===== src/hdl/olde_pkg.sv =====
// Shared types and constants for the ordered list deque engine.
// Holds function codes, status codes, the internal operation type and the
// command beat that travels from the front end to the back end.
package olde_pkg;

    localparam int FUNC_W   = 3;
    localparam int VALUE_W  = 32;
    localparam int STATUS_W = 2;
    localparam int POS_W    = 5;

    localparam int QUEUE_DEPTH = 2;
    localparam int QPTR_W      = 1;
    localparam int QCNT_W      = 2;

    localparam logic [FUNC_W-1:0] FUNC_PUSH_FRONT = 3'd0;
    localparam logic [FUNC_W-1:0] FUNC_PUSH_BACK  = 3'd1;
    localparam logic [FUNC_W-1:0] FUNC_POP_FRONT  = 3'd2;
    localparam logic [FUNC_W-1:0] FUNC_POP_BACK   = 3'd3;
    localparam logic [FUNC_W-1:0] FUNC_SEARCH     = 3'd4;
    localparam logic [FUNC_W-1:0] FUNC_REMOVE     = 3'd5;

    localparam logic [STATUS_W-1:0] ST_OK        = 2'd0;
    localparam logic [STATUS_W-1:0] ST_EMPTY     = 2'd1;
    localparam logic [STATUS_W-1:0] ST_NOT_FOUND = 2'd2;
    localparam logic [STATUS_W-1:0] ST_FULL      = 2'd3;

    typedef enum logic [2:0] {
        OP_PUSH_FRONT,
        OP_PUSH_BACK,
        OP_POP_FRONT,
        OP_POP_BACK,
        OP_SEARCH,
        OP_REMOVE,
        OP_NOP
    } op_t;

    typedef struct packed {
        op_t                       op;
        logic signed [VALUE_W-1:0] value;
    } cmd_t;

endpackage


===== src/hdl/olde_front.sv =====
// Front end: takes input beats, decodes the function code into an
// operation and holds the command until the queue takes it.
// Depends on olde_pkg.
module olde_front
(
    input  logic                               clk,
    input  logic                               rst_n,
    input  logic                               in_valid,
    output logic                               in_stall,
    input  logic [olde_pkg::FUNC_W-1:0]        func,
    input  logic signed [olde_pkg::VALUE_W-1:0] value,
    output logic                               push,
    output olde_pkg::cmd_t                     cmd,
    input  logic                               q_full
);

    logic           vld_reg;
    logic           vld_next;
    olde_pkg::cmd_t cmd_reg;
    olde_pkg::cmd_t cmd_next;
    olde_pkg::op_t  op_dec;
    logic           take;

    always_comb
    begin
        unique case (func)
            olde_pkg::FUNC_PUSH_FRONT: op_dec = olde_pkg::OP_PUSH_FRONT;
            olde_pkg::FUNC_PUSH_BACK:  op_dec = olde_pkg::OP_PUSH_BACK;
            olde_pkg::FUNC_POP_FRONT:  op_dec = olde_pkg::OP_POP_FRONT;
            olde_pkg::FUNC_POP_BACK:   op_dec = olde_pkg::OP_POP_BACK;
            olde_pkg::FUNC_SEARCH:     op_dec = olde_pkg::OP_SEARCH;
            olde_pkg::FUNC_REMOVE:     op_dec = olde_pkg::OP_REMOVE;
            default:                   op_dec = olde_pkg::OP_NOP;
        endcase
    end

    assign in_stall = vld_reg & q_full;
    assign take     = in_valid & ~in_stall;
    assign push     = vld_reg & ~q_full;
    assign cmd      = cmd_reg;

    always_comb
    begin
        vld_next = vld_reg & q_full;
        cmd_next = cmd_reg;
        if (take)
        begin
            vld_next       = 1'b1;
            cmd_next.op    = op_dec;
            cmd_next.value = value;
        end
    end

    always_ff @(posedge clk or negedge rst_n)
    begin
        if (!rst_n)
        begin
            vld_reg <= 1'b0;
        end
        else
        begin
            vld_reg <= vld_next;
        end
    end

    always_ff @(posedge clk)
    begin
        cmd_reg <= cmd_next;
    end

endmodule


===== src/hdl/olde_queue.sv =====
// Two-entry command queue between the front end and the back end.
// Depends on olde_pkg for the command beat type and queue sizing.
module olde_queue
(
    input  logic           clk,
    input  logic           rst_n,
    input  logic           push,
    input  olde_pkg::cmd_t push_cmd,
    output logic           full,
    input  logic           pop,
    output logic           q_valid,
    output olde_pkg::cmd_t q_cmd
);

    olde_pkg::cmd_t                    slot_mem [olde_pkg::QUEUE_DEPTH];
    logic [olde_pkg::QPTR_W-1:0]       wr_ptr_reg;
    logic [olde_pkg::QPTR_W-1:0]       wr_ptr_next;
    logic [olde_pkg::QPTR_W-1:0]       rd_ptr_reg;
    logic [olde_pkg::QPTR_W-1:0]       rd_ptr_next;
    logic [olde_pkg::QCNT_W-1:0]       cnt_reg;
    logic [olde_pkg::QCNT_W-1:0]       cnt_next;
    logic                              do_pop;

    assign full    = cnt_reg == olde_pkg::QCNT_W'(olde_pkg::QUEUE_DEPTH);
    assign q_valid = cnt_reg != '0;
    assign q_cmd   = slot_mem[rd_ptr_reg];
    assign do_pop  = pop & q_valid;

    always_comb
    begin
        wr_ptr_next = wr_ptr_reg;
        rd_ptr_next = rd_ptr_reg;
        cnt_next    = cnt_reg;
        if (push)
        begin
            wr_ptr_next = wr_ptr_reg + 1'b1;
        end
        if (do_pop)
        begin
            rd_ptr_next = rd_ptr_reg + 1'b1;
        end
        if (push && !do_pop)
        begin
            cnt_next = cnt_reg + 1'b1;
        end
        else if (!push && do_pop)
        begin
            cnt_next = cnt_reg - 1'b1;
        end
    end

    always_ff @(posedge clk or negedge rst_n)
    begin
        if (!rst_n)
        begin
            wr_ptr_reg <= '0;
            rd_ptr_reg <= '0;
            cnt_reg    <= '0;
        end
        else
        begin
            wr_ptr_reg <= wr_ptr_next;
            rd_ptr_reg <= rd_ptr_next;
            cnt_reg    <= cnt_next;
        end
    end

    always_ff @(posedge clk)
    begin
        if (push)
        begin
            slot_mem[wr_ptr_reg] <= push_cmd;
        end
    end

endmodule


===== src/hdl/olde_back.sv =====
// Back end: list storage as a circular buffer in a memory, with a sequencer
// that runs pushes, pops, scans and compaction, and the result register.
// Depends on olde_pkg.
module olde_back
#(
    parameter int LIST_DEPTH = 16
)
(
    input  logic                                clk,
    input  logic                                rst_n,
    input  logic                                q_valid,
    input  olde_pkg::cmd_t                      q_cmd,
    output logic                                q_pop,
    output logic                                out_valid,
    input  logic                                out_stall,
    output logic [olde_pkg::STATUS_W-1:0]       status,
    output logic signed [olde_pkg::VALUE_W-1:0] result_value,
    output logic [olde_pkg::POS_W-1:0]          position,
    output logic [olde_pkg::POS_W-1:0]          fill_level
);

    localparam int AW = $clog2(LIST_DEPTH);
    localparam int CW = $clog2(LIST_DEPTH + 1);
    localparam int SW = AW + 1;
    localparam logic [AW-1:0] LAST_ADDR = AW'(LIST_DEPTH - 1);
    localparam logic [CW-1:0] FULL_CNT  = CW'(LIST_DEPTH);
    localparam logic [SW-1:0] WRAP_SUM  = SW'(LIST_DEPTH);

    typedef enum logic [2:0] {
        S_IDLE,
        S_POP_RD,
        S_POP_CK,
        S_SCAN_RD,
        S_SCAN_CK,
        S_SHIFT_RD,
        S_SHIFT_WR,
        S_OUT
    } state_t;

    logic [olde_pkg::VALUE_W-1:0] mem [LIST_DEPTH];
    logic [olde_pkg::VALUE_W-1:0] rdata_reg;
    logic                         mem_we;
    logic [AW-1:0]                mem_waddr;
    logic [olde_pkg::VALUE_W-1:0] mem_wdata;

    state_t                        state_reg, state_next;
    olde_pkg::op_t                 op_reg, op_next;
    logic [olde_pkg::VALUE_W-1:0]  value_reg, value_next;
    logic [AW-1:0]                 head_reg, head_next;
    logic [CW-1:0]                 count_reg, count_next;
    logic [AW-1:0]                 ptr_reg, ptr_next;
    logic [AW-1:0]                 wr_ptr_reg, wr_ptr_next;
    logic [CW-1:0]                 idx_reg, idx_next;
    logic [olde_pkg::STATUS_W-1:0] st_reg, st_next;
    logic [olde_pkg::VALUE_W-1:0]  rv_reg, rv_next;
    logic [olde_pkg::POS_W-1:0]    pos_reg, pos_next;
    logic                          out_valid_reg, out_valid_next;
    logic [olde_pkg::STATUS_W-1:0] out_status_reg, out_status_next;
    logic [olde_pkg::VALUE_W-1:0]  out_value_reg, out_value_next;
    logic [olde_pkg::POS_W-1:0]    out_pos_reg, out_pos_next;
    logic [olde_pkg::POS_W-1:0]    out_fill_reg, out_fill_next;

    logic          full;
    logic          empty;
    logic [AW-1:0] head_inc;
    logic [AW-1:0] head_dec;
    logic [AW-1:0] ptr_inc;
    logic [CW-1:0] idx_inc;
    logic [CW-1:0] cnt_dec;
    logic [SW-1:0] tail_sum;
    logic [SW-1:0] last_sum;
    logic [AW-1:0] tail_addr;
    logic [AW-1:0] last_addr;

    assign full     = count_reg == FULL_CNT;
    assign empty    = count_reg == '0;
    assign head_inc = (head_reg == LAST_ADDR) ? '0 : head_reg + 1'b1;
    assign head_dec = (head_reg == '0) ? LAST_ADDR : head_reg - 1'b1;
    assign ptr_inc  = (ptr_reg == LAST_ADDR) ? '0 : ptr_reg + 1'b1;
    assign idx_inc  = idx_reg + 1'b1;
    assign cnt_dec  = count_reg - 1'b1;
    assign tail_sum = SW'(head_reg) + SW'(count_reg);
    assign last_sum = SW'(head_reg) + SW'(cnt_dec);
    assign tail_addr = (tail_sum >= WRAP_SUM) ? AW'(tail_sum - WRAP_SUM) : AW'(tail_sum);
    assign last_addr = (last_sum >= WRAP_SUM) ? AW'(last_sum - WRAP_SUM) : AW'(last_sum);

    assign q_pop        = (state_reg == S_IDLE) & q_valid;
    assign out_valid    = out_valid_reg;
    assign status       = out_status_reg;
    assign result_value = out_value_reg;
    assign position     = out_pos_reg;
    assign fill_level   = out_fill_reg;

    always_comb
    begin
        state_next      = state_reg;
        op_next         = op_reg;
        value_next      = value_reg;
        head_next       = head_reg;
        count_next      = count_reg;
        ptr_next        = ptr_reg;
        wr_ptr_next     = wr_ptr_reg;
        idx_next        = idx_reg;
        st_next         = st_reg;
        rv_next         = rv_reg;
        pos_next        = pos_reg;
        out_valid_next  = out_valid_reg & out_stall;
        out_status_next = out_status_reg;
        out_value_next  = out_value_reg;
        out_pos_next    = out_pos_reg;
        out_fill_next   = out_fill_reg;
        mem_we          = 1'b0;
        mem_waddr       = wr_ptr_reg;
        mem_wdata       = rdata_reg;

        unique case (state_reg)
            S_IDLE:
            begin
                if (q_valid)
                begin
                    op_next    = q_cmd.op;
                    value_next = q_cmd.value;
                    st_next    = olde_pkg::ST_OK;
                    rv_next    = '0;
                    pos_next   = '0;
                    state_next = S_OUT;
                    unique case (q_cmd.op) inside
                        olde_pkg::OP_PUSH_FRONT:
                        begin
                            if (full)
                            begin
                                st_next = olde_pkg::ST_FULL;
                            end
                            else
                            begin
                                mem_we     = 1'b1;
                                mem_waddr  = head_dec;
                                mem_wdata  = q_cmd.value;
                                head_next  = head_dec;
                                count_next = count_reg + 1'b1;
                            end
                        end
                        olde_pkg::OP_PUSH_BACK:
                        begin
                            if (full)
                            begin
                                st_next = olde_pkg::ST_FULL;
                            end
                            else
                            begin
                                mem_we     = 1'b1;
                                mem_waddr  = tail_addr;
                                mem_wdata  = q_cmd.value;
                                count_next = count_reg + 1'b1;
                            end
                        end
                        olde_pkg::OP_POP_FRONT, olde_pkg::OP_POP_BACK:
                        begin
                            if (empty)
                            begin
                                st_next = olde_pkg::ST_EMPTY;
                            end
                            else
                            begin
                                ptr_next   = (q_cmd.op == olde_pkg::OP_POP_FRONT) ?
                                             head_reg : last_addr;
                                state_next = S_POP_RD;
                            end
                        end
                        olde_pkg::OP_SEARCH, olde_pkg::OP_REMOVE:
                        begin
                            if (empty)
                            begin
                                st_next = olde_pkg::ST_NOT_FOUND;
                            end
                            else
                            begin
                                ptr_next   = head_reg;
                                idx_next   = '0;
                                state_next = S_SCAN_RD;
                            end
                        end
                        default:
                        begin
                        end
                    endcase
                end
            end
            S_POP_RD:
            begin
                state_next = S_POP_CK;
            end
            S_POP_CK:
            begin
                rv_next    = rdata_reg;
                count_next = cnt_dec;
                if (op_reg == olde_pkg::OP_POP_FRONT)
                begin
                    head_next = head_inc;
                end
                state_next = S_OUT;
            end
            S_SCAN_RD:
            begin
                state_next = S_SCAN_CK;
            end
            S_SCAN_CK:
            begin
                if (rdata_reg == value_reg)
                begin
                    rv_next  = rdata_reg;
                    pos_next = olde_pkg::POS_W'(idx_inc);
                    if (op_reg == olde_pkg::OP_REMOVE)
                    begin
                        wr_ptr_next = ptr_reg;
                        ptr_next    = ptr_inc;
                        idx_next    = idx_inc;
                        state_next  = S_SHIFT_RD;
                    end
                    else
                    begin
                        state_next = S_OUT;
                    end
                end
                else if (idx_inc == count_reg)
                begin
                    st_next    = olde_pkg::ST_NOT_FOUND;
                    state_next = S_OUT;
                end
                else
                begin
                    ptr_next   = ptr_inc;
                    idx_next   = idx_inc;
                    state_next = S_SCAN_RD;
                end
            end
            S_SHIFT_RD:
            begin
                if (idx_reg == count_reg)
                begin
                    count_next = cnt_dec;
                    state_next = S_OUT;
                end
                else
                begin
                    state_next = S_SHIFT_WR;
                end
            end
            S_SHIFT_WR:
            begin
                mem_we      = 1'b1;
                mem_waddr   = wr_ptr_reg;
                mem_wdata   = rdata_reg;
                wr_ptr_next = ptr_reg;
                ptr_next    = ptr_inc;
                idx_next    = idx_inc;
                state_next  = S_SHIFT_RD;
            end
            S_OUT:
            begin
                if (!out_valid_reg || !out_stall)
                begin
                    out_valid_next  = 1'b1;
                    out_status_next = st_reg;
                    out_value_next  = rv_reg;
                    out_pos_next    = pos_reg;
                    out_fill_next   = olde_pkg::POS_W'(count_reg);
                    state_next      = S_IDLE;
                end
            end
            default:
            begin
                state_next = S_IDLE;
            end
        endcase
    end

    always_ff @(posedge clk or negedge rst_n)
    begin
        if (!rst_n)
        begin
            state_reg     <= S_IDLE;
            head_reg      <= '0;
            count_reg     <= '0;
            out_valid_reg <= 1'b0;
        end
        else
        begin
            state_reg     <= state_next;
            head_reg      <= head_next;
            count_reg     <= count_next;
            out_valid_reg <= out_valid_next;
        end
    end

    always_ff @(posedge clk)
    begin
        op_reg         <= op_next;
        value_reg      <= value_next;
        ptr_reg        <= ptr_next;
        wr_ptr_reg     <= wr_ptr_next;
        idx_reg        <= idx_next;
        st_reg         <= st_next;
        rv_reg         <= rv_next;
        pos_reg        <= pos_next;
        out_status_reg <= out_status_next;
        out_value_reg  <= out_value_next;
        out_pos_reg    <= out_pos_next;
        out_fill_reg   <= out_fill_next;
    end

    always_ff @(posedge clk)
    begin
        if (mem_we)
        begin
            mem[mem_waddr] <= mem_wdata;
        end
        rdata_reg <= mem[ptr_reg];
    end

endmodule


===== src/hdl/ordered_list_deque_engine.sv =====
// Ordered list deque engine: a push writes the list and goes straight to the result register;
// a pop reads one entry, then checks it; a search reads and compares each entry in turn; a remove
// then moves each later entry up with a read and a write. These steps come from the registered list memory read.
// The front end takes beats while the back end works, up to the queue depth plus the one it holds.
// Reset empties the list and the queue; list memory contents are not cleared.
// Depends on olde_pkg, olde_front, olde_queue and olde_back.
module ordered_list_deque_engine
#(
    parameter int LIST_DEPTH = 16
)
(
    input  logic                                clk,
    input  logic                                rst_n,
    input  logic                                in_valid,
    output logic                                in_stall,
    input  logic [olde_pkg::FUNC_W-1:0]         func,
    input  logic signed [olde_pkg::VALUE_W-1:0] value,
    output logic                                out_valid,
    input  logic                                out_stall,
    output logic [olde_pkg::STATUS_W-1:0]       status,
    output logic signed [olde_pkg::VALUE_W-1:0] result_value,
    output logic [olde_pkg::POS_W-1:0]          position,
    output logic [olde_pkg::POS_W-1:0]          fill_level
);

    logic           f_push;
    olde_pkg::cmd_t f_cmd;
    logic           q_full;
    logic           q_pop;
    logic           q_valid;
    olde_pkg::cmd_t q_cmd;

    olde_front u_front
    (
        .clk      (clk),
        .rst_n    (rst_n),
        .in_valid (in_valid),
        .in_stall (in_stall),
        .func     (func),
        .value    (value),
        .push     (f_push),
        .cmd      (f_cmd),
        .q_full   (q_full)
    );

    olde_queue u_queue
    (
        .clk      (clk),
        .rst_n    (rst_n),
        .push     (f_push),
        .push_cmd (f_cmd),
        .full     (q_full),
        .pop      (q_pop),
        .q_valid  (q_valid),
        .q_cmd    (q_cmd)
    );

    olde_back #(
        .LIST_DEPTH (LIST_DEPTH)
    ) u_back
    (
        .clk          (clk),
        .rst_n        (rst_n),
        .q_valid      (q_valid),
        .q_cmd        (q_cmd),
        .q_pop        (q_pop),
        .out_valid    (out_valid),
        .out_stall    (out_stall),
        .status       (status),
        .result_value (result_value),
        .position     (position),
        .fill_level   (fill_level)
    );

    a_err_value_zero: assert property (@(posedge clk) disable iff (!rst_n)
        out_valid && status != olde_pkg::ST_OK |-> result_value == '0 && position == '0)
        else $error("result value or position set on a failed operation");

    a_empty_fill: assert property (@(posedge clk) disable iff (!rst_n)
        out_valid && status == olde_pkg::ST_EMPTY |-> fill_level == '0)
        else $error("empty status with nonzero fill level");

    a_full_fill: assert property (@(posedge clk) disable iff (!rst_n)
        out_valid && status == olde_pkg::ST_FULL |->
            fill_level == olde_pkg::POS_W'(LIST_DEPTH))
        else $error("full status below capacity");

    a_queue_safe: assert property (@(posedge clk) disable iff (!rst_n)
        q_full && !q_pop |=> !f_push || q_full)
        else $error("queue pointer state inconsistent");

endmodule

===== config.mk =====
export PLATFORM = sky130hd
export DESIGN_NAME = ordered_list_deque_engine
export DESIGN_NICKNAME = d
export VERILOG_FILES = /design/src/hdl/olde_pkg.sv /design/src/hdl/olde_front.sv /design/src/hdl/olde_queue.sv /design/src/hdl/olde_back.sv /design/src/hdl/ordered_list_deque_engine.sv
export SDC_FILE = /design/constraint.sdc
export NUM_CORES = 1
export LEC_CHECK = 0
export BUFFER_PORTS_ARGS = -buffer_cell sky130_fd_sc_hd__buf_2
export CAP_MARGIN = 0
export CORE_ASPECT_RATIO = 2
export CORE_MARGIN = 2
export CORE_UTILIZATION = 38
export DETAILED_ROUTE_END_ITERATION = 7
export PLACE_DENSITY = 0.54
export REMOVE_ABC_BUFFERS = 1
export SLEW_MARGIN = 15
export SYNTH_ARGS = -nofsm -noshare
export SYNTH_HDL_FRONTEND = slang
export SYNTH_HIERARCHICAL = 1
export SYNTH_SLANG_ARGS = --single-unit
export TNS_END_PERCENT = 100

===== constraint.sdc =====
create_clock -name clk -period 6.45 [get_ports clk]
set_clock_uncertainty 0.15 [all_clocks]
set_input_delay 1.29 -clock clk [delete_from_list [all_inputs] [get_ports clk]]
set_output_delay 1.29 -clock clk [all_outputs]
set_load 0.05 [all_outputs]

==> results of run 1 <==
power by group:
part	internal (uW)	total [uW]	switching, uW
clock network	2560	4520	1960
logic	1810	5590	3780
registers	7360	7920	565
final timing paths:
path	from	end	slack (ps)	cells after the start
setup / recovery	u_back/state_reg[0]	u_back/mem[5][8]	1990	7
hold / removal	u_back/rv_reg[26]	u_back/result_value[26]	270	0
setup reg to reg	u_back/state_reg[0]	u_back/mem[5][8]	1990	7
hold reg to reg	u_back/rv_reg[26]	u_back/result_value[26]	270	0
max in group asynchronous	rst_n	u_queue/rd_ptr_reg	5290	1
min in group asynchronous	rst_n	u_back/state_reg[2]	470	1
logic make-up after synthesis:
family	Yosys count
AO/OA/AOI/OAI	194
XOR/XNOR	67
adder cells (fa/ha/maj)	16
buffers and inverters	94
flip-flops	798
multiplexers	235
AND/OR/NAND/NOR	300
placed cells by master (no fill, tap or decap), types with 14 or more instances in the layout:
master	Yosys	layout
clkbuf_16	0	74
nor2b_1	42	40
buf_2	16	84
xor2_1	45	45
dfxtp_1	32	32
nor2_1	33	24
mux4_2	64	64
mux2i_1	134	134
mux2_4	29	29
nand2_1	157	157
a221oi_1	65	65
ha_1	14	14
a22oi_1	33	33
dfrtp_1	18	17
o21ai_0	49	49
xnor2_1	22	22
buf_4	0	36
edfxtp_1	748	748
worst register-to-register path, stage by stage, from the launching register on:
cell	delay (ps)
dfrtp_1	600
or4b_1	760
inv_2	110
nand3_2	60
buf_4	300
o31ai_4	540
o211ai_1	450
nor2_4	1050
layout make-up:
type	instances	area [um^2]	share of cell area [%]
Multi-Input combinational cell	812	7116	20.20
Sequential cell	798	23550	66.85
Tap cell	1050	1314	3.729
Clock buffer	82	1902	5.398
Timing Repair Buffer	122	730.7	2.074
Inverter	9	33.78	0.09588
Clock inverter	50	584.3	1.658
metal layers:
metal / share of wire (%) / up-vias / wire length [um]
met3: 4.7 / 101 / 3489
met4: 2.7 / 0 / 1970
met5: 0 / - / 0
li1: - / 6917 / -
met1: 39 / 8125 / 29220
met2: 53 / 456 / 39450
metrics by stage:
| stage | utilization, % | setup TNS, ps | area, um^2 | std cells | power [uW] |
|---|---|---|---|---|---|
| after floorplan | - | -54540 | 30540 | 1619 | 11850 |
| after global placement | 40.35 | 0 | 32730 | 2790 | 13590 |
| after detailed placement | 40.35 | 0 | 32730 | 2790 | 13690 |
| after CTS | 43.42 | 0 | 35210 | 2922 | 18250 |
| after global routing | 43.44 | 0 | 35230 | 2923 | 18860 |
| final | 43.44 | 0 | 35230 | 2923 | 18040 |
==> flow_summary.json, run 1 <==
{
  "cp_slowest_cell": "nor2_4",
  "synthArstFlopShare_pct": 2.256,
  "synthMostInstantiatedCell": "edfxtp_1",
  "period_needed_ps": 4458,
  "clock_sinks": 798,
  "cellLeakagePower_uw": 0.01195,
  "fin_ws_ps": 1992,
  "synth-xor-area-share_pct": 1.896,
  "ys_seq_area_share_pct": 76.11,
  "diodes": 0,
  "core_area_mm2": 0.08111,
  "critPathKind": "reg2reg",
  "cp_max_fo": 36,
  "largest_reg_flops": 512,
  "drv_slew": 0,
  "synth_top_family_by_area": "multiplexers",
  "gp_routability_congestion": 0.8248,
  "wl_mm": 74.13,
  "grt_max_degree": 114,
  "synth-simple-area-share_pct": 4.630,
  "grt_pass1_wl_mm": 109.1,
  "io_buffers": 84,
  "grtUsageMet1_pct": 22.34,
  "grt_pass1_vias": 16070,
  "post_cts_resized": 0,
  "synthAdderAreaFrac_pct": 0.6955,
  "fillCellCount": 7081,
  "cts_root_buffer": "clkbuf_16",
  "synth_area_leader_cell": "edfxtp_1",
  "dp_hpwl_mm": 47.78,
  "required_ps": 6550,
  "p_per_area_mw_per_mm2": 511.9,
  "ys_types": 65,
  "synth_flop_cell": "edfxtp_1",
  "fmax_mhz": 224.3,
  "fin_nets": 1870,
  "clk_path_buf_depth": 3,
  "postSynthCellCount": 1704,
  "finalSetupViolations": 0,
  "use_met2_pct": 31.78,
  "relSlewSlack_pct": 18.98,
  "drtIter0Drc": 1118,
  "drive_above_1_share_pct": 20.13,
  "grtUsageTotal_pct": 17.92,
  "drtPass1Iterations": 5,
  "post_drt_wl_per_cell_um": 25.36,
  "timing.hold.ws_ps": 268.2,
  "cts_tree": "done",
  "finalCritPeriodShare_pct": 69.12,
  "via_per_inst": 5.337,
  "crit_family": "simple AND/OR/NAND/NOR gates",
  "cts_buffers": 72,
  "status": "finished clean",
  "rsz0062_at_grt": "false",
  "rows": 148,
  "endpoint_kind": "flop",
  "worst_pin_slew_ps": 1212,
  "grt_busiest_layer": "met2",
  "clk_pin_slew_ps": 70,
  "cp_num_buf_inv": 2,
  "holdBufCountCts": 0,
  "arrival_ps": 4560,
  "cts.htree.levels": 3,
  "initial_core_util_pct": 38.15,
  "synth_compound_area_share_pct": 4.565,
  "clock_latency_ps": 640,
  "peakVddDrop_v": 0.0003981,
  "hold_viol_final": 0,
  "yosys-top-cells-area": "edfxtp_1 (73%), mux4_2 (4.7%), mux2i_1 (4.3%)",
  "num_io_pins": 85,
  "grtUsageMet3_pct": 2.469,
  "synth_edf_count": 748,
  "syn_area_per_cell_um2": 18.16,
  "maxCapViolations": 0,
  "ys_warn_count": 6,
  "area.growth.synth_to_final_pct": 13.86,
  "cp-start-kind": "flop",
  "slowest_delay_ps": 1050,
  "overflow": 0,
  "antenna_found_initial": 0,
  "pre_cts_ws_ps": 2037,
  "vias": 15600,
  "min_path_type": "reg2reg",
  "drc": 0,
  "die-area_mm2": 0.08387,
  "synth.cell_area_mm2": 0.03094,
  "die_width_um": 205.8,
  "ys_seq_elements": 798,
  "antenna_left": 0,
  "synth.mux.area_fraction_pct": 10.69,
  "synth_top_area_share_pct": 72.59,
  "die_y_um": 407.6,
  "synth_common_cells": "edfxtp_1 (748), nand2_1 (157), mux2i_1 (134), a221oi_1 (65), mux4_2 (64)",
  "cts_setup_buffers": 0,
  "crit_chain": "or4b_1 -> inv_2 -> nand3_2 -> buf_4 -> o31ai_4 -> o211ai_1 -> nor2_4"
}
Note: power is estimated with default switching activity, not from simulation.
==> inputs of run 2 (changes only) <==
- clock period: 6.45 -> 4.3 ns (I/O delays scaled with it)
==> flow_summary.json, run 2 (synthesis results as in run 1) <==
{
  "grt_pass1_vias": 16340,
  "endpoint_kind": "flop",
  "critPathKind": "reg2reg",
  "finalCritPeriodShare_pct": 89.37,
  "m1WireLength_mm": 28.15,
  "worst_pin_slew_ps": 1047,
  "cp_max_fo": 32,
  "relSlewSlack_pct": 30.06,
  "min_path_type": "in2async",
  "highest_layer": "met4",
  "grtUsageTotal_pct": 19.46,
  "diodes": 0,
  "die_width_um": 205.8,
  "drc": 0,
  "hold_viol_final": 0,
  "period_needed_ps": 3843,
  "fmax_mhz": 260.2,
  "cp-start-kind": "flop",
  "rsz0062_at_grt": "false",
  "drtIter0Drc": 1289,
  "cts_setup_buffers": 0,
  "post_drt_wl_per_cell_um": 27.44,
  "clock_latency_ps": 640,
  "vias": 15860,
  "cellLeakagePower_uw": 0.01210,
  "seqCellArea_mm2": 0.02355,
  "dr_wl_met2_mm": 44.26,
  "required_ps": 4400,
  "fillCellCount": 7042,
  "initial_core_util_pct": 38.15,
  "area.growth.synth_to_final_pct": 14.58,
  "arrival_ps": 3940,
  "clk_path_buf_depth": 3,
  "clock_sinks": 798,
  "die_y_um": 407.6,
  "wl_mm": 80.91,
  "fin_ws_ps": 457.2,
  "gp_routability_congestion": 0.8410,
  "cts_tree": "done",
  "via_per_inst": 5.377,
  "drtPass1Iterations": 5,
  "largest_reg_flops": 512,
  "final_common_cell": "edfxtp_1",
  "dp_hpwl_mm": 53.78,
  "holdBufCountCts": 0,
  "die-area_mm2": 0.08387,
  "drive_above_1_share_pct": 21.01,
  "final_util_pct": 43.72,
  "num_io_pins": 85,
  "core_area_mm2": 0.08111,
  "clk_pin_slew_ps": 60,
  "cts_buffers": 73,
  "p_per_area_mw_per_mm2": 774.5,
  "antenna_found_initial": 1,
  "fin_nets": 1898,
  "cts.htree.levels": 3,
  "status": "finished clean",
  "multi_input_area_mm2": 0.007116,
  "cts_root_buffer": "clkbuf_16",
  "wl_met3_mm": 4.166,
  "peakVddDrop_v": 0.0003839,
  "rows": 148,
  "finalSetupViolations": 0,
  "grt_max_degree": 71,
  "grt_pass1_wl_mm": 114.8,
  "antenna_left": 0,
  "drv_slew": 0,
  "timing.hold.ws_ps": 41.41,
  "maxCapViolations": 0,
  "post_cts_resized": 0,
  "io_buffers": 84,
  "setup-tns-final_ps": 0,
  "overflow": 0,
  "most-common-layout-cells": "edfxtp_1 (748), nand2_1 (157), mux2i_1 (134)",
  "pre_cts_ws_ps": 515.9
}
run 2: cell types whose count changed in the layout (fill, tap and decap cells not counted), sizes merged:
cell	delta
clkinvlp	-7
clkbuf	+16
buf	+27
clkinv	-7
bufinv	-3
run 2: where the power goes:
| group | internal (uW) | switching, uW |
|---|---|---|
| sequential | 11000 | 777 |
| clock | 3820 | 2800 |
| combinational | 2870 | 6150 |
run 2: layout make-up:
class	instances	area share [%]
multi-input combinational	812	20.07
inverter	9	0.09527
timing repair buffer	149	2.844
tap	1050	3.705
clock inverter	33	1.013
sequential	798	66.43
clock buffer	98	5.847
run 2: final timing paths:
kind | startpoint | to | slack (ps) | depth (start not counted)
max reg2reg | u_queue/cnt_reg[0] | u_back/mem[6][7] | 460 | 8
min | rst_n | u_back/state_reg[2] | 40 | 1
min in group clk | value[19] | u_front/cmd[19] | 250 | 1
max in group asynchronous | rst_n | u_queue/rd_ptr_reg | 3580 | 1
max | u_queue/cnt_reg[0] | u_back/mem[6][7] | 460 | 8
min reg2reg | u_back/rv_reg[12] | u_back/result_value[12] | 260 | 0
run 2: metal layers:
metal  track usage (%)  vias up
li1                  -     6978
met1             21.29     8180
met2             35.75      527
met3             3.100      171
met4             9.988        0
met5                 0        -
run 2: stage by stage:
| stage | power [uW] | area [um^2] | cells |
|---|---|---|---|
| floorplan | 17210 | 30540 | 1619 |
| CTS | 27820 | 35460 | 2949 |
| global route | 28620 | 35460 | 2949 |
| finish | 27460 | 35460 | 2949 |
| global placement | 21010 | 33030 | 2818 |
| detailed placement | 21130 | 33030 | 2818 |
run 2: worst max-delay path, cell delays in order (launching register included):
cell	delay, ps
dfrtp_1	410
or2_1	290
or4b_1	650
inv_2	120
nand3_2	120
o31ai_4	480
o211ai_1	450
nor2_4	210
buf_4	540
==> inputs of run 3 (changes only) <==
- REMOVE_ABC_BUFFERS: 1 -> default
- clock period: 4.3 -> 3.92 ns (I/O delays scaled with it)
==> flow_summary.json, run 3 (synthesis results as in run 1) <==
{
  "status": "finished clean",
  "clock_sinks": 798,
  "drive_above_1_share_pct": 21.00,
  "crit_start": "u_queue/cnt_reg[0]",
  "core_area_mm2": 0.08111,
  "largest_reg_flops": 512,
  "slowest_delay_ps": 630,
  "total_power_uw": 29480,
  "die-area_mm2": 0.08387,
  "finalSetupViolations": 0,
  "grt_max_degree": 80,
  "die_width_um": 205.8,
  "drv_slew": 0,
  "layoutNonFillerInstCount": 2945,
  "overflow": 0,
  "p_per_area_mw_per_mm2": 830.3,
  "min_path_cells": 1,
  "grtUsageMet3_pct": 2.437,
  "placedInstanceArea_mm2": 0.03308,
  "rows": 148,
  "r2r_start": "u_queue/cnt_reg[0]",
  "num_io_pins": 85,
  "fin_area_mm2": 0.03551,
  "cts_tree": "done",
  "cp-start-kind": "flop",
  "place_inst": 2819,
  "io_buffers": 84,
  "final_common_cell": "edfxtp_1",
  "min_path_type": "in2reg",
  "dp_hpwl_mm": 47.61,
  "post_drt_wl_per_cell_um": 23.39,
  "cellLeakagePower_uw": 0.01211,
  "peakVddDrop_v": 0.0004220,
  "syn_nets": 1759,
  "vias": 15330,
  "grt_pass1_wl_mm": 102.8,
  "drtPass1Iterations": 4,
  "maxCapViolations": 0,
  "area.growth.synth_to_final_pct": 14.75,
  "critPathKind": "reg2reg",
  "reg2regPathDepth": 7,
  "drtIter0Drc": 1108,
  "fmax_mhz": 270.5,
  "antenna_found_initial": 2,
  "period_needed_ps": 3696,
  "finalCritPeriodShare_pct": 94.29,
  "gp_routability_congestion": 0.8847,
  "grtUsageMet1_pct": 19.55,
  "clock_latency_ps": 640,
  "required_ps": 4100,
  "die_y_um": 407.6,
  "relSlewSlack_pct": 24.99,
  "most-common-layout-cells": "edfxtp_1 (748), nand2_1 (157), mux2i_1 (134)",
  "cts_buffers": 69,
  "crit_chain": "or2_1 -> or4b_1 -> o31ai_2 -> o31a_2 -> o211ai_1 -> nor2_4 -> buf_12",
  "antenna_left": 0,
  "wl_mm": 68.90,
  "hold_viol_final": 0,
  "min_to": "u_front/cmd[6]",
  "cts_root_buffer": "clkbuf_16",
  "endpoint_kind": "flop",
  "cp_max_fo": 24,
  "r2r_slack_ps": 220,
  "via_per_inst": 5.204,
  "cts.htree.levels": 3,
  "worstReg2RegEnd": "u_back/mem[1][5]",
  "cp_slowest_cell": "or4b_1",
  "clk_path_buf_depth": 3,
  "hold_path.startpoint": "value[6]",
  "worst_pin_slew_ps": 1125,
  "final_util_pct": 43.78,
  "grt_busiest_layer": "met2",
  "arrival_ps": 3870,
  "grt_pass1_vias": 16000,
  "clk_pin_slew_ps": 70,
  "diodes": 0,
  "use_met2_pct": 29.93,
  "rsz0062_at_grt": "false",
  "grtUsageTotal_pct": 16.62,
  "initial_core_util_pct": 38.15,
  "drc": 0,
  "fin_nets": 1896
}
-- run 3: power breakdown --
part	internal, uW	switching (uW)	total [uW]
clock network	4180	3080	7260
registers	12100	769	12900
logic	3150	6200	9350
total	19400	10100	29500
-- run 3: stage by stage --
| step | TNS, ps | worst slack [ps] | hold WS (ps) |
|---|---|---|---|
| after floorplan | -150820 | -1164 | 250.3 |
| after global placement | 0 | 353.4 | 250.3 |
| after detailed placement | 0 | 236.7 | 254.5 |
| after CTS | 0 | 223.1 | 136.9 |
| after global routing | 0 | 91.99 | 148.3 |
| final | 0 | 223.8 | 175.1 |
-- run 3: layer usage --
layer	vias up	share of wire, %
li1	6971	-
met1	7888	38
met2	359	54
met3	107	3.8
met4	0	3.9
met5	-	0
-- run 3: worst max-delay path by stage --
stage                        end  slack [ps]
6_report        u_back/mem[1][5]         220
5_1_grt         u_back/mem[1][5]          90
4_1_cts        u_back/mem[1][11]         220
3_5_place_dp    u_back/mem[1][7]         240
3_3_place_gp    u_back/mem[1][7]         350
2_1_floorplan   u_back/mem[8][0]       -1160
-- run 3: critical path: cells and delay by family, from the launching register on --
family | cells | cell delay (ps)
flops | 1 | 430
buf+inv | 1 | 240
simple gates | 3 | 1270
compound gates | 3 | 1270
-- run 3: repair_timing --
item                      4_1_cts  5_1_grt
buffers inserted                0        0
hold buffers                    1        0
resized for setup               0        0
hold endpoints to repair       18        0
-- run 3: layout make-up --
class	instances	area (um^2)
timing repair buffer	151	1051
clock buffer	86	1873
clock inverter	39	543.0
fill	7043	45600
tap	1050	1314
sequential	798	23550
inverter	9	33.78
multi-input combinational	812	7141
